`src/design/pds_pkg.sv`:
```
// Package for the PLL divider search: sequencer states and fixed constants.
// No dependencies; imported by pll_divider_search.
`timescale 1ns / 1ps
package pds_pkg;

  typedef enum logic [3:0] {
    ST_IDLE, ST_PREP, ST_LOAD, ST_MDIV, ST_MCHK, ST_MUL,
    ST_VCHK, ST_ADIV, ST_ERR, ST_NEXT, ST_FIN
  } pds_state_t;

  localparam int unsigned RefW   = 27;
  localparam int unsigned TgtW   = 19;
  localparam int unsigned HzW    = 29;   // target in Hz
  localparam int unsigned NumW   = 41;   // 2*target*div*n + fref
  localparam int unsigned VcoW   = 35;   // fref*m
  localparam int unsigned ErrW   = 30;

  localparam logic [RefW-1:0] RefReset  = 27'd14318180;
  localparam logic [ErrW-1:0] StartErr  = 30'd1000000000;
  localparam logic [VcoW-1:0] GoodErr   = 35'd1000;
  localparam logic [VcoW-1:0] VcoMinHz  = 35'd240000000;
  localparam logic [VcoW-1:0] VcoMaxHz  = 35'd480000000;
  localparam logic [3:0]      NMin      = 4'd2;
  localparam logic [3:0]      NMax      = 4'd15;
  localparam logic [2:0]      DivLast   = 3'd6;
  localparam logic [8:0]      MMin      = 9'd2;

endpackage

```
`src/design/pll_divider_search.sv`:
```
// PLL divider search top level: bit-serial divisions and multiply driven by a sequencer.
// Depends on pds_pkg.
//
//  channel | ports                         | direction
//  in      | in_valid, in_stall, in_target_khz | target clock in
//  out     | out_valid, out_stall, out_pll_word, out_found | packed PLL word out
//  cfg     | cfg_valid, cfg_ready, cfg_data | reference frequency write
//
// Each candidate (post divider, N) runs a restoring division by 2*fref, a
// shift-add multiply and a division by N.
// A full search covers up to 98 candidates; one item at a time.
// Reset (synchronous) returns to idle with fref = 14318180 Hz.
// in_stall is high while a search runs; a finished result waits in the output
// register until out_stall drops.
`timescale 1ns / 1ps
module pll_divider_search
  import pds_pkg::*;
(
  input  logic              clk,
  input  logic              rst_n,
  input  logic              in_valid,
  output logic              in_stall,
  input  logic [TgtW-1:0]   in_target_khz,
  output logic              out_valid,
  input  logic              out_stall,
  output logic [17:0]       out_pll_word,
  output logic              out_found,
  input  logic              cfg_valid,
  output logic              cfg_ready,
  input  logic [RefW-1:0]   cfg_data
);

  pds_state_t state_r, state_nxt;

  logic [RefW-1:0] fref_r;
  logic [TgtW-1:0] tkhz_r;
  logic [HzW-1:0]  thz_r;
  logic [2:0]      d_r;
  logic [3:0]      n_r;
  logic [5:0]      cnt_r;
  logic [NumW-1:0] x_r;
  logic [RefW:0]   rem_r;
  logic [8:0]      q_r;
  logic            ovf_r;
  logic [7:0]      m_r;
  logic [7:0]      msh_r;
  logic [VcoW-1:0] p_r;
  logic [VcoW-1:0] v_r;
  logic [3:0]      r_r;
  logic [ErrW-1:0] best_err_r;
  logic [7:0]      best_m_r;
  logic [3:0]      best_n_r;
  logic [2:0]      best_d_r;
  logic            have_r;
  logic            out_valid_r;
  logic [17:0]     out_word_r;
  logic            out_found_r;

  // combinational datapath
  logic [RefW:0]   dsor;
  logic [RefW+1:0] mtrial;
  logic            mbit;
  logic [4:0]      atrial;
  logic            abit;
  logic [32:0]     tn;
  logic [NumW-1:0] num;
  logic            m_ok;
  logic [VcoW-1:0] vlo, vhi;
  logic            vco_ok;
  logic [VcoW-1:0] actual, err;
  logic            err_better, err_good;
  logic            out_free;
  logic [1:0]      od, pod;

  assign dsor   = {fref_r, 1'b0};
  assign mtrial = {rem_r, x_r[NumW-1]};
  assign mbit   = mtrial >= {1'b0, dsor};
  assign atrial = {r_r, v_r[VcoW-1]};
  assign abit   = atrial >= {1'b0, n_r};
  assign tn     = 33'(thz_r) * 33'(n_r);
  assign num    = (NumW'(tn) << (d_r + 3'd1)) + NumW'(fref_r);
  assign m_ok   = !ovf_r && !q_r[8] && (q_r >= MMin);
  assign vlo    = VcoMinHz * VcoW'(n_r);
  assign vhi    = VcoMaxHz * VcoW'(n_r);
  assign vco_ok = (p_r >= vlo) && (p_r <= vhi);
  assign actual = v_r >> d_r;
  assign err    = (actual > VcoW'(thz_r)) ? actual - VcoW'(thz_r) : VcoW'(thz_r) - actual;
  assign err_better = err < VcoW'(best_err_r);
  assign err_good   = err < GoodErr;
  assign out_free   = !out_valid_r || !out_stall;

  always_comb begin
    if (best_d_r <= 3'd3) begin
      od  = best_d_r[1:0];
      pod = 2'd0;
    end else begin
      od  = 2'd3;
      pod = 2'(best_d_r - 3'd3);
    end
  end

  // next state
  always_comb begin
    state_nxt = state_r;
    case (state_r)
      ST_IDLE: if (in_valid) state_nxt = ST_PREP;
      ST_PREP: state_nxt = (fref_r == '0) ? ST_FIN : ST_LOAD;
      ST_LOAD: state_nxt = ST_MDIV;
      ST_MDIV: if (cnt_r == '0) state_nxt = ST_MCHK;
      ST_MCHK: state_nxt = m_ok ? ST_MUL : ST_NEXT;
      ST_MUL:  if (cnt_r == '0) state_nxt = ST_VCHK;
      ST_VCHK: state_nxt = vco_ok ? ST_ADIV : ST_NEXT;
      ST_ADIV: if (cnt_r == '0) state_nxt = ST_ERR;
      ST_ERR:  state_nxt = err_good ? ST_FIN : ST_NEXT;
      ST_NEXT: state_nxt = (n_r == NMax && d_r == DivLast) ? ST_FIN : ST_LOAD;
      ST_FIN:  if (out_free) state_nxt = ST_IDLE;
      default: state_nxt = ST_IDLE;
    endcase
  end

  // handshake outputs
  always_comb begin
    in_stall  = (state_r != ST_IDLE);
    cfg_ready = (state_r == ST_IDLE);
  end

  assign out_valid    = out_valid_r;
  assign out_pll_word = out_word_r;
  assign out_found    = out_found_r;

  always_ff @(posedge clk) begin
    if (!rst_n) begin
      state_r     <= ST_IDLE;
      fref_r      <= RefReset;
      out_valid_r <= 1'b0;
    end else begin
      state_r <= state_nxt;
      if (cfg_valid && cfg_ready) fref_r <= cfg_data;
      if (out_valid_r && !out_stall) out_valid_r <= 1'b0;
      if (state_r == ST_FIN && out_free) out_valid_r <= 1'b1;
    end
  end

  always_ff @(posedge clk) begin
    case (state_r)
      ST_IDLE: if (in_valid) tkhz_r <= in_target_khz;
      ST_PREP: begin
        thz_r      <= (HzW'(tkhz_r) << 10) - (HzW'(tkhz_r) << 4) - (HzW'(tkhz_r) << 3);
        best_err_r <= StartErr;
        have_r     <= 1'b0;
        d_r        <= '0;
        n_r        <= NMin;
      end
      ST_LOAD: begin
        x_r   <= num;
        rem_r <= '0;
        q_r   <= '0;
        ovf_r <= 1'b0;
        cnt_r <= 6'(NumW - 1);
      end
      ST_MDIV: begin
        // shift one dividend bit in; keep a sticky flag once M passes 255
        rem_r <= mbit ? (RefW+1)'(mtrial - {1'b0, dsor}) : mtrial[RefW:0];
        x_r   <= {x_r[NumW-2:0], 1'b0};
        ovf_r <= ovf_r | q_r[8];
        q_r   <= {q_r[7:0], mbit};
        cnt_r <= cnt_r - 6'd1;
      end
      ST_MCHK: begin
        m_r   <= q_r[7:0];
        msh_r <= q_r[7:0];
        p_r   <= '0;
        cnt_r <= 6'd7;
      end
      ST_MUL: begin
        p_r   <= (p_r << 1) + (msh_r[7] ? VcoW'(fref_r) : '0);
        msh_r <= {msh_r[6:0], 1'b0};
        cnt_r <= cnt_r - 6'd1;
      end
      ST_VCHK: begin
        v_r   <= p_r;
        r_r   <= '0;
        cnt_r <= 6'(VcoW - 1);
      end
      ST_ADIV: begin
        // quotient bits fill v_r from the bottom as dividend bits leave the top
        r_r   <= abit ? 4'(atrial - {1'b0, n_r}) : atrial[3:0];
        v_r   <= {v_r[VcoW-2:0], abit};
        cnt_r <= cnt_r - 6'd1;
      end
      ST_ERR: if (err_better) begin
        best_err_r <= ErrW'(err);
        best_m_r   <= m_r;
        best_n_r   <= n_r;
        best_d_r   <= d_r;
        have_r     <= 1'b1;
      end
      ST_NEXT: begin
        if (n_r == NMax) begin
          n_r <= NMin;
          d_r <= d_r + 3'd1;
        end else begin
          n_r <= n_r + 4'd1;
        end
      end
      ST_FIN: if (out_free) begin
        out_found_r <= have_r;
        out_word_r  <= have_r ? {1'b1, 1'b0, pod, od, best_n_r, best_m_r} : '0;
      end
      default: ;
    endcase
  end

  a_found_pwr: assert property (@(posedge clk) disable iff (!rst_n)
    out_valid_r && out_found_r |-> out_word_r[17])
    else $error("found result without power-on bit");

  a_fail_zero: assert property (@(posedge clk) disable iff (!rst_n)
    out_valid_r && !out_found_r |-> out_word_r == '0)
    else $error("failed search with non-zero word");

  a_accept_prep: assert property (@(posedge clk) disable iff (!rst_n)
    in_valid && !in_stall |=> state_r == ST_PREP)
    else $error("accepted transaction did not start search");

  a_n_range: assert property (@(posedge clk) disable iff (!rst_n)
    state_r == ST_MDIV |-> n_r >= NMin && d_r <= DivLast)
    else $error("candidate index out of range");

endmodule

```
`config.mk`:
```
export PLATFORM = sky130hd
export DESIGN_NAME = pll_divider_search
export DESIGN_NICKNAME = d
export VERILOG_FILES = /design/src/design/pds_pkg.sv /design/src/design/pll_divider_search.sv
export SDC_FILE = /design/constraint.sdc
export NUM_CORES = 1
export LEC_CHECK = 0
export BUFFER_PORTS_ARGS = -buffer_cell sky130_fd_sc_hd__buf_2
export CAP_MARGIN = 20
export CORE_MARGIN = 8
export CORE_UTILIZATION = 35
export CTS_CLUSTER_SIZE = 28
export DETAILED_ROUTE_END_ITERATION = 8
export SYNTH_ARGS = -nofsm -noshare
export SYNTH_HDL_FRONTEND = slang
export SYNTH_SLANG_ARGS = --single-unit
```
`constraint.sdc`:
```
create_clock -name clk -period 12.6 [get_ports clk]
set_clock_uncertainty 0.15 [all_clocks]
set_input_delay 0.63 -clock clk [delete_from_list [all_inputs] [get_ports clk]]
set_output_delay 0.63 -clock clk [all_outputs]
set_load 0.01 [all_outputs]
```
==> summary.md <==
| Metric | Value |
|---|---|
| First-pass GRT wire length | `135000 um` |
| Uppermost routed layer | `met4` |
| Clock slew seen by the registers of the worst setup and hold paths | `0.06 ns` |
| Vias per cell | `5.38` |
| Die Height | `309 um` |
| CP Class | `register to register` |
| Met3 WL post-DR | `3650 um` |
| Number of enable flip-flop cells after synthesis | `290` |
| Fraction of layout cells with a size suffix above 1 | `8.96%` |
| Worst EP required | `12.70 ns` |
| Total core area | `85000 sq um` |
| HP Class | `input pin to register` |
| Starting Density | `35.2%` |
| CP max stage delay | `0.56 ns` |
| Drt drc | `0` |
| Worst-margin pin slew | `0.933 ns` |
| Initial drt markers | `1751` |
| Vias in the first global route | `23.6k` |
| Worst path bufs/invs | `5` |
| Via count | `24.4k` |
| GPL Wtd Cong | `0.945` |
| Synth cell count leaders | `327 x nand2_1, 325 x nor2_1, 298 x ha_1` |
| Synth unique cells | `99` |
| Mapped cell area | `30000 sq um` |
| DRT Wirelength | `86100 um` |
| Crit end category | `register` |
| Setup TNS | `0 ns` |
| Worst hold start | `in_target_khz[1]` |
| Post-CTS Setup Inserts | `0` |
| Most numerous cell in the Yosys netlist | `nand2_1` |
| Yosys warns | `0` |
| Final hold vios | `0` |
| CTS sink cnt | `322` |
| Slowest cell on the critical path | `inv_2` |
| Max Fclk | `119 MHz` |
| Wire length on met2 | `39600 um` |
| # IOs | `73` |
| Root Driver | `clkbuf_16` |
| Seq cells post-synth | `322` |
| Kind of cell adding the most delay to the critical path | `compound AO/OA/AOI/OAI gates` |
| Avg Cell Area, Syn | `8.94 sq um` |
| Antenna cells | `0` |
| Antenna violations before repair | `0` |
| Max FO, Critical Path | `47` |
| Area grow syn2layout | `10.0%` |
| Net Count, Synth | `3767` |
| CTS Buffer Depth | `3` |
| Cell taking the most area after synthesis | `edfxtp_1` |
| Async set-reset flop share out of synthesis | `0%` |
| Dpl hpwl | `67200 um` |
| CP Launch Type | `register` |
| Met1 WL | `40500 um` |
| Row count | `107` |
| Crit path arrival time | `8.52 ns` |
| Gr usage total | `17.6%` |
| Post-route ant nets | `0` |
| Horiz. Die Dim | `309 um` |
| Share of the synthesized area in the top cell type | `29.1%` |
| Unrepaired setup endpoints after global routing | `no` |
| Worst R2R Start | `d_r[0]` |
| Register area share after synthesis | `31.2%` |
| Hold-fix buffers at CTS | `0` |
| Rel. slew slack | `37.8%` |
| Status | `complete, no violations` |
| Max-Cap Viols | `0` |
| Period minus WS final | `8.42 ns` |
| Drt pass-1 iters | `5` |
| Grt ovf | `0` |
| Final worst-path cycle share | `66.8%` |
| DIE AREA | `95200 sq um` |
| NumNets Final | `3776` |
| Max H-tree Level | `2` |
| Avg WL per Cell | `19.0 um` |
| CTS Buf Count | `41` |
| Largest net degree at the start of global routing | `73` |
| Final Slew Violations | `0` |
| Clk_lat worst skew | `0.60 ns` |
| CTS tree | `built` |
| Top cells by area, synth | `edfxtp_1 29%, ha_1 12%, fa_1 4.5%` |
| Crit path from | `d_r[0]` |
| Number of port buffers | `71` |
| Synth Flop Type | `edfxtp_1` |
| Final Setup Violations | `0` |
| Most numerous cell on the critical path | `a21o_1` |
| Syn Inst Count | `3351` |
| Post-CTS Resized | `0` |
-- placed cells by master, fill, tap and decap left out, drive strengths merged, types with 82 or more instances in the layout --
cell type  Yosys  final
nand2        327    327
nor2         325    325
inv          300    303
ha           298    298
edfxtp       290    290
a21oi        232    232
o21ai        158    158
buf           41    101
a21o          96     96
xnor2         95     95
mux2i         94     94
and2          82     82
-- path summary, 6_finish.rpt --
check | to | slack (ns) | cells after the start
min reg2reg | best_m_r[1] | 0.27 | 0
max reg2reg | have_r | 4.18 | 29
max | have_r | 4.18 | 29
min | tkhz_r[1] | 0.06 | 1
-- per-layer routing --
layer / up-vias / GRT usage, %
li1: 12000 / -
met1: 11700 / 24.5
met2: 624 / 29.1
met3: 121 / 1.94
met4: 0 / 4.78
met5: - / 0
-- state kept, by name, indices dropped and copies added, names as in the netlist, 3 cells and up --
| name | cells |
|---|---|
| cnt_r | 6 |
| r_r | 4 |
| best_n_r | 4 |
| v_r | 35 |
| d_r | 3 |
| out_pll_word | 17 |
| best_d_r | 3 |
| msh_r | 8 |
| m_r | 8 |
| best_m_r | 8 |
| n_r | 4 |
| fref_r | 27 |
| p_r | 35 |
| thz_r | 26 |
| rem_r | 28 |
| state_r | 4 |
| x_r | 41 |
| tkhz_r | 19 |
| q_r | 9 |
| best_err_r | 30 |
-- per-stage QoR --
step                util [%]  area [sq um]  hold WS, ns  cells  setup slack, ns
finish                  38.8         32900       0.0592   4535             4.18
detailed placement      37.0         31500        0.258   4460             4.24
global placement        37.0         31500        0.256   4460             4.42
CTS                     38.7         32900       0.0281   4534             4.20
floorplan                  -         30000        0.250   3351             2.45
global route            38.8         32900       0.0422   4535             3.65
-- cell families (layout without fill, tap and decap cells) --
kind of cell,count (synthesis),count (layout),share of synthesized area [%]
and+or+nand+nor,1082,1082,17.1
xor gates and xnor gates,164,164,4.80
buffers and inverters,436,476,5.59
muxes,167,167,6.56
adders and majority gates,365,365,16.9
other,1,1,0.0125
DFF,322,322,31.2
AOI/OAI and AO/OA,814,814,17.8
-- cell type report --
class / instances / area [sq um]
fill: 8552 / 52100
multi-input combinational: 2593 / 19000
sequential: 322 / 9350
tap: 1144 / 1430
inverter: 301 / 1130
clock buffer: 43 / 1030
timing repair buffer: 101 / 593
clock inverter: 31 / 418
Power is left out: the tool's default activity adds up to more than one toggle a clock period on the data nets, which glitch-free logic cannot reach.
